<file path="src/rtl/nsc_pkg.sv">
// Package with the types, codes and decode functions of the NMEA sentence checker.
package nsc_pkg;

    localparam logic [7:0] CHAR_DOLLAR    = 8'h24;
    localparam logic [7:0] CHAR_STAR      = 8'h2A;
    localparam logic [7:0] HEX_DIGIT_OFS  = 8'h30;
    localparam logic [7:0] HEX_UPPER_OFS  = 8'h37;
    localparam logic [7:0] HEX_LOWER_OFS  = 8'h57;
    localparam logic [7:0] ADDR_LEN       = 8'd5;
    localparam logic [7:0] MAX_LEN_RESET  = 8'd82;

    localparam logic [1:0] ST_OK       = 2'd0;
    localparam logic [1:0] ST_MISMATCH = 2'd1;
    localparam logic [1:0] ST_BAD_HEX  = 2'd2;
    localparam logic [1:0] ST_TOO_LONG = 2'd3;

    localparam logic [2:0] KIND_OTHER = 3'd0;
    localparam logic [2:0] KIND_GGA   = 3'd1;
    localparam logic [2:0] KIND_GLL   = 3'd2;
    localparam logic [2:0] KIND_RMC   = 3'd3;
    localparam logic [2:0] KIND_GSA   = 3'd4;

    // Address patterns, one row per sentence kind in code order.
    localparam logic [7:0] ADDR_TABLE [4][5] = '{
        '{8'h47, 8'h4E, 8'h47, 8'h47, 8'h41},
        '{8'h47, 8'h4E, 8'h47, 8'h4C, 8'h4C},
        '{8'h47, 8'h4E, 8'h52, 8'h4D, 8'h43},
        '{8'h47, 8'h4E, 8'h47, 8'h53, 8'h41}
    };

    typedef struct packed {
        logic       vld;
        logic [7:0] data;
    } t_in_word;

    typedef struct packed {
        logic [1:0] status;
        logic [2:0] kind;
        logic [7:0] computed_sum;
        logic [7:0] received_sum;
    } t_result;

    typedef struct packed {
        logic       ok;
        logic [3:0] val;
    } t_hex;

    function automatic t_hex hex_decode(input logic [7:0] c);
        t_hex h;
        logic [7:0] d;
        h = '0;
        d = '0;
        if (c inside {[8'h30:8'h39]}) begin
            d = c - HEX_DIGIT_OFS;
            h.ok = 1'b1;
        end else if (c inside {[8'h41:8'h46]}) begin
            d = c - HEX_UPPER_OFS;
            h.ok = 1'b1;
        end else if (c inside {[8'h61:8'h66]}) begin
            d = c - HEX_LOWER_OFS;
            h.ok = 1'b1;
        end
        h.val = d[3:0];
        return h;
    endfunction

    // A kind is known only when exactly one pattern survived the address.
    function automatic logic [2:0] kind_of(input logic [3:0] cand);
        logic [2:0] k;
        case (cand)
            4'b0001: k = KIND_GGA;
            4'b0010: k = KIND_GLL;
            4'b0100: k = KIND_RMC;
            4'b1000: k = KIND_GSA;
            default: k = KIND_OTHER;
        endcase
        return k;
    endfunction

endpackage

</file>
<file path="src/rtl/nsc_core.sv">
// Sentence state and combinational step logic of the NMEA sentence checker.
module nsc_core
    import nsc_pkg::*;
(
    input  logic     i_clk,
    input  logic     i_rst_n,
    input  logic     i_cfg_we,
    input  logic [7:0] i_cfg_data,
    input  t_in_word i_word,
    input  logic     i_advance,
    output logic     o_emit,
    output t_result  o_result
);

    typedef enum logic [3:0] {
        PH_IDLE = 4'b0001,
        PH_BODY = 4'b0010,
        PH_HEX1 = 4'b0100,
        PH_HEX2 = 4'b1000
    } t_phase;

    t_phase     r_phase, n_phase;
    logic [7:0] r_xor, n_xor;
    logic [3:0] r_hi, n_hi;
    logic [7:0] r_cnt, n_cnt;
    logic [3:0] r_cand, n_cand;
    logic       r_herr, n_herr;
    logic [7:0] r_max_len;

    logic       consume;
    logic [7:0] c;
    t_hex       hx;
    logic [7:0] rs;
    logic       herr_all;

    assign consume = i_word.vld && i_advance;
    assign c       = i_word.data;
    assign hx      = hex_decode(c);
    assign rs      = {r_hi, hx.val};
    assign herr_all = r_herr || !hx.ok;

    always_comb begin
        n_phase  = r_phase;
        n_xor    = r_xor;
        n_hi     = r_hi;
        n_cnt    = r_cnt;
        n_cand   = r_cand;
        n_herr   = r_herr;
        o_emit   = 1'b0;
        o_result = '0;
        if (consume) begin
            if (c == CHAR_DOLLAR) begin
                n_phase = PH_BODY;
                n_xor   = '0;
                n_hi    = '0;
                n_cnt   = '0;
                n_cand  = 4'hF;
                n_herr  = 1'b0;
            end else begin
                case (r_phase)
                    PH_BODY: begin
                        if (c == CHAR_STAR) begin
                            n_phase = PH_HEX1;
                        end else if (r_cnt >= r_max_len) begin
                            o_emit                = 1'b1;
                            o_result.status       = ST_TOO_LONG;
                            o_result.kind         = KIND_OTHER;
                            o_result.computed_sum = r_xor;
                            o_result.received_sum = '0;
                            n_phase               = PH_IDLE;
                        end else begin
                            if (r_cnt < ADDR_LEN) begin
                                for (int k = 0; k < 4; k++) begin
                                    if (ADDR_TABLE[k][r_cnt[2:0]] != c) begin
                                        n_cand[k] = 1'b0;
                                    end
                                end
                            end
                            n_xor = r_xor ^ c;
                            n_cnt = r_cnt + 8'd1;
                        end
                    end
                    PH_HEX1: begin
                        if (!hx.ok) begin
                            n_herr = 1'b1;
                        end
                        n_hi    = hx.val;
                        n_phase = PH_HEX2;
                    end
                    PH_HEX2: begin
                        o_emit = 1'b1;
                        if (herr_all) begin
                            o_result.status = ST_BAD_HEX;
                        end else if (rs == r_xor) begin
                            o_result.status = ST_OK;
                        end else begin
                            o_result.status = ST_MISMATCH;
                        end
                        o_result.kind         = (r_cnt < ADDR_LEN) ? KIND_OTHER
                                                                   : kind_of(r_cand);
                        o_result.computed_sum = r_xor;
                        o_result.received_sum = rs;
                        n_herr                = herr_all;
                        n_phase               = PH_IDLE;
                    end
                    PH_IDLE: begin
                    end
                    default: begin
                        n_phase = PH_IDLE;
                    end
                endcase
            end
        end
    end

    always_ff @(posedge i_clk) begin
        if (!i_rst_n) begin
            r_phase   <= PH_IDLE;
            r_xor     <= '0;
            r_hi      <= '0;
            r_cnt     <= '0;
            r_cand    <= 4'hF;
            r_herr    <= 1'b0;
            r_max_len <= MAX_LEN_RESET;
        end else begin
            r_phase <= n_phase;
            r_xor   <= n_xor;
            r_hi    <= n_hi;
            r_cnt   <= n_cnt;
            r_cand  <= n_cand;
            r_herr  <= n_herr;
            if (i_cfg_we) begin
                r_max_len <= i_cfg_data;
            end
        end
    end

endmodule

</file>
<file path="config.mk">
export PLATFORM = sky130hd
export DESIGN_NAME = nsc_core
export DESIGN_NICKNAME = d
export VERILOG_FILES = /design/src/rtl/nsc_pkg.sv /design/src/rtl/nsc_core.sv
export SDC_FILE = /design/constraint.sdc
export NUM_CORES = 1
export LEC_CHECK = 0
export BUFFER_PORTS_ARGS = -buffer_cell sky130_fd_sc_hd__buf_4
export CAP_MARGIN = 25
export CORE_MARGIN = 2
export CORE_UTILIZATION = 47
export CTS_CLUSTER_SIZE = 10
export DETAILED_ROUTE_END_ITERATION = 16
export PLACE_DENSITY = 0.68
export SLEW_MARGIN = 20
export SYNTH_ARGS = -nofsm -noshare
export SYNTH_HDL_FRONTEND = slang
export SYNTH_SLANG_ARGS = --single-unit
</file>
<file path="constraint.sdc">
create_clock -name i_clk -period 10.5 [get_ports i_clk]
set_input_delay 2.625 -clock i_clk [delete_from_list [all_inputs] [get_ports i_clk]]
set_output_delay 2.625 -clock i_clk [all_outputs]
set_load 0.1 [all_outputs]
</file>
==> reports/qor.yml <==
run_status:
  outcome: "finished, final reports clean"
pwr:
  power_frac_seq_pct: 46.7
  leakage_nw: 1.28
  internal-power_uw: 227
  sw_frac_of_total_pct: 25.6
  pwr-share-comb_pct: 11.1
  power.clock.fraction_pct: 42.1
  ir_worst_vdd_v: 0.0000688
  powerDensity_nw_per_um2: 98.4
  switchingPower_uw: 78.1
detailed_routing:
  wl_microns: 6600
  vias: 2461
  dr.pass1.iters: 4
  routedWlPerCell_microns: 15.2
  antenna_left: 0
  drc_errors: 0
  vias_per_cell: 5.68
  drtIter0Drc: 190
logic_synthesis:
  yosysSeqAreaShare_pct: 28.0
  ys_seq_elements: 37
  synth_top_area_share_pct: 28.0
  ys.flop_type: "dfxtp_1"
  synth_top_area_cell: "dfxtp_1"
  synth.net_count: 366
  synthTopCellsByArea: "dfxtp_1 28%, ha_1 9.5%, xor2_1 6.0%"
  synth_area_sq_um: 2640
  synth-edff-count: 0
  synth-async-reset-ratio_pct: 0
  yosysWarnings: 0
  syn-mean-instance-area_sq_um: 8.13
  netlist_instances: 325
  ys_types: 51
die:
  num_rows: 27
  coreArea_sq_um: 5470
  die_h_microns: 79.0
  die_area_sq_um: 6240
  die_w_microns: 79.0
  start_util_pct: 48.3
  pin_count: 43
worst_setup_path:
  crit_path_start_kind: "primary input"
  startpoint: "i_word[0]"
  arrival_ns: 4.91
  end_kind: "output port"
  crit_family: "compound AO/OA/AOI/OAI gates"
  crit_chain: "buf_4 > inv_1 > ha_1 > or3b_1 > and3_1 > a21oi_1 > nor2_1 > a32o_1 > buf_4"
  path_max_fanout: 8
  rr_startpoint: "r_cnt[2]$_SDFFE_PN0P_"
  slowest_delay_ns: 0.53
  cp.required_ns: 7.88
  cp_common_cell: "buf_4"
  path_buf_inv: 3
  critical_path_class: "in2out"
  slowest_stage: "a21oi_1"
clock_network:
  cts_root_buf: "clkbuf_8"
  cts.repair.resized: 0
  cts_setup_buffers: 0
  ctsHoldBuffers: 0
  clock-sinks: 37
  cts_buffers: 5
  htree_levels: 2
  worstSkewPairLatency_ns: 0.30
  cts_tree: "yes"
  clockBufferDepth: 2
  path_clk_slew_ns: 0.08
sta:
  fin_crit_ns: 7.54
  whs_ns: 0.492
  rsz0062_at_grt: "false"
  max_freq_ghz: 0.133
  setup_violations: 0
  finalHoldViolations: 0
  tns_ns: 0
  fin_skew_ns: 0.00376
  fin_crit_sh_pct: 71.8
  relSlewSlack_pct: 47.9
  worstMarginPinSlew_ns: 0.771
  drv_slew: 0
finish:
  drive_above_1_share_pct: 16.1
  syn_to_final_growth_pct: 17.5
  n_antenna_cell: 0
  fin_nets: 401
placement:
  place.gp.congestion: 0.843
  hpwl_microns: 4850
  port_buffers: 42
job:
  cap_violations: 0
worst_hold_path:
  min-delay-start: "r_max_len[6]$_SDFFE_PN1P_"
  holdCritPathClass: "reg2reg"
grt:
  grt_use_total_pct: 22.1
  grt_pass1_vias: 2250
  overflow: 0
  grt_pass1_wl_microns: 11000
  grt_max_degree: 23
  antenna_found_initial: 0
-- stage by stage --
| stage | utilization, % | area, sq um | instances | setup WS (ns) | total power, mW |
|---|---|---|---|---|---|
| after floorplan | - | 2640 | 325 | 1.20 | 0.167 |
| after global placement | 54.6 | 2990 | 425 | 3.04 | 0.179 |
| after detailed placement | 54.6 | 2990 | 425 | 3.01 | 0.180 |
| after CTS | 56.7 | 3100 | 433 | 3.00 | 0.308 |
| after global routing | 56.7 | 3100 | 433 | 2.88 | 0.318 |
| final | 56.7 | 3100 | 433 | 2.96 | 0.306 |
-- layer usage --
layer	up-vias	GRT usage (%)	part of all wire, %
met5	-	0	0
met1	1138	26.7	43
met3	15	4.43	6.0
met2	86	38.6	48
li1	1222	-	-
met4	0	8.45	2.8
-- kinds of logic after synthesis --
logic type / after synthesis / share of synthesized area [%]
AOI/OAI and AO/OA: 68 / 17.6
muxes: 10 / 3.79
adders and majority gates: 20 / 9.47
DFF: 37 / 28.0
xor gates and xnor gates: 27 / 8.95
buffers and inverters: 30 / 4.50
and+or+nand+nor: 133 / 27.7
-- cell type report --
type	instances	area [sq um]
clock inverters	3	46.3
clock buffers	5	68.8
inverters	16	60.1
well taps	72	90.1
multi-input cells	258	1780
flip-flops and latches	37	741
fillers	521	2370
repair buffers	42	315
-- cells in the final DEF (no fill, tap or decap), types with 3 or more instances in the layout --
cell,Yosys,final
o21ai_0,6,6
dfxtp_1,37,37
nand2b_1,4,4
a31oi_1,6,6
xnor2_1,9,9
a21oi_1,18,18
a21o_1,3,3
nand3_1,9,9
nand4_1,4,4
o211ai_1,7,7
nor4b_1,4,4
mux2i_1,10,10
nor3b_1,3,3
nand2_1,19,19
xor2_1,18,18
nor3_1,7,7
buf_4,0,42
ha_1,20,20
o31ai_1,4,4
and2_1,14,14
a32oi_1,3,3
o21ai_1,3,3
inv_1,16,16
clkbuf_8,0,5
nor4_1,5,5
nor2_1,35,35
nor2b_1,14,14
-- flip-flops by register name, summed over array words and instances, names as in the netlist --
signal,cells
r_cnt,8
r_max_len,8
r_xor,8
r_cand,4
r_hi,4
r_phase,4
r_herr,1
-- Yosys cell counts (2+ instances only) --
| cell type | n |
|---|---|
| nand4_1 | 4 |
| nor2b_1 | 14 |
| inv_1 | 16 |
| a21o_1 | 3 |
| o21ai_1 | 3 |
| o21a_1 | 2 |
| nor3_1 | 7 |
| xor2_1 | 18 |
| nor4b_1 | 4 |
| nand3b_1 | 2 |
| a41oi_1 | 2 |
| o31ai_1 | 4 |
| o21ai_0 | 6 |
| or2_2 | 2 |
| nor4_1 | 5 |
| dfxtp_1 | 37 |
| mux2i_1 | 10 |
| nor3b_1 | 3 |
| nor2_1 | 35 |
| a21oi_1 | 18 |
| xnor2_1 | 9 |
| nand2_1 | 19 |
| o21ai_2 | 2 |
| and3_1 | 2 |
| nand3_1 | 9 |
| a32oi_1 | 3 |
| ha_1 | 20 |
| nand2b_1 | 4 |
| buf_2 | 5 |
| and2_1 | 14 |
| o32ai_1 | 2 |
| o211ai_1 | 7 |
| a21boi_0 | 2 |
| a31oi_1 | 6 |
| clkbuf_1 | 9 |
| or4_1 | 2 |
-- worst register-to-register path, cell delays in order (launching register included) --
cell,delay (ns)
dfxtp_1,0.62
ha_1,0.33
a211oi_1,0.23
o21ai_0,0.20
a211oi_4,0.67
o21ai_2,0.31
or4_1,0.56
a21oi_1,0.14
-- power by group through the flow --
| stage | Sequential [mW] | Combinational [mW] | Clock (mW) |
|---|---|---|---|
| global placement | 0.146 | 0.0329 | 0 |
| floorplan | 0.146 | 0.0212 | 0 |
| global route | 0.143 | 0.0373 | 0.137 |
| detailed placement | 0.146 | 0.0333 | 0 |
| CTS | 0.143 | 0.0335 | 0.132 |
| finish | 0.143 | 0.0341 | 0.129 |
-- final timing paths --
path	endpoint	slack, ns	cells after the start
worst min-delay path	r_max_len[6]$_SDFFE_PN1P_	0.49	2
worst max register to register	r_cnt[5]$_SDFFE_PN0P_	7.35	7
worst min register to register	r_max_len[6]$_SDFFE_PN1P_	0.49	2
worst max-delay path	o_result[19]	2.96	9
Power figures use the tool's default switching activity.
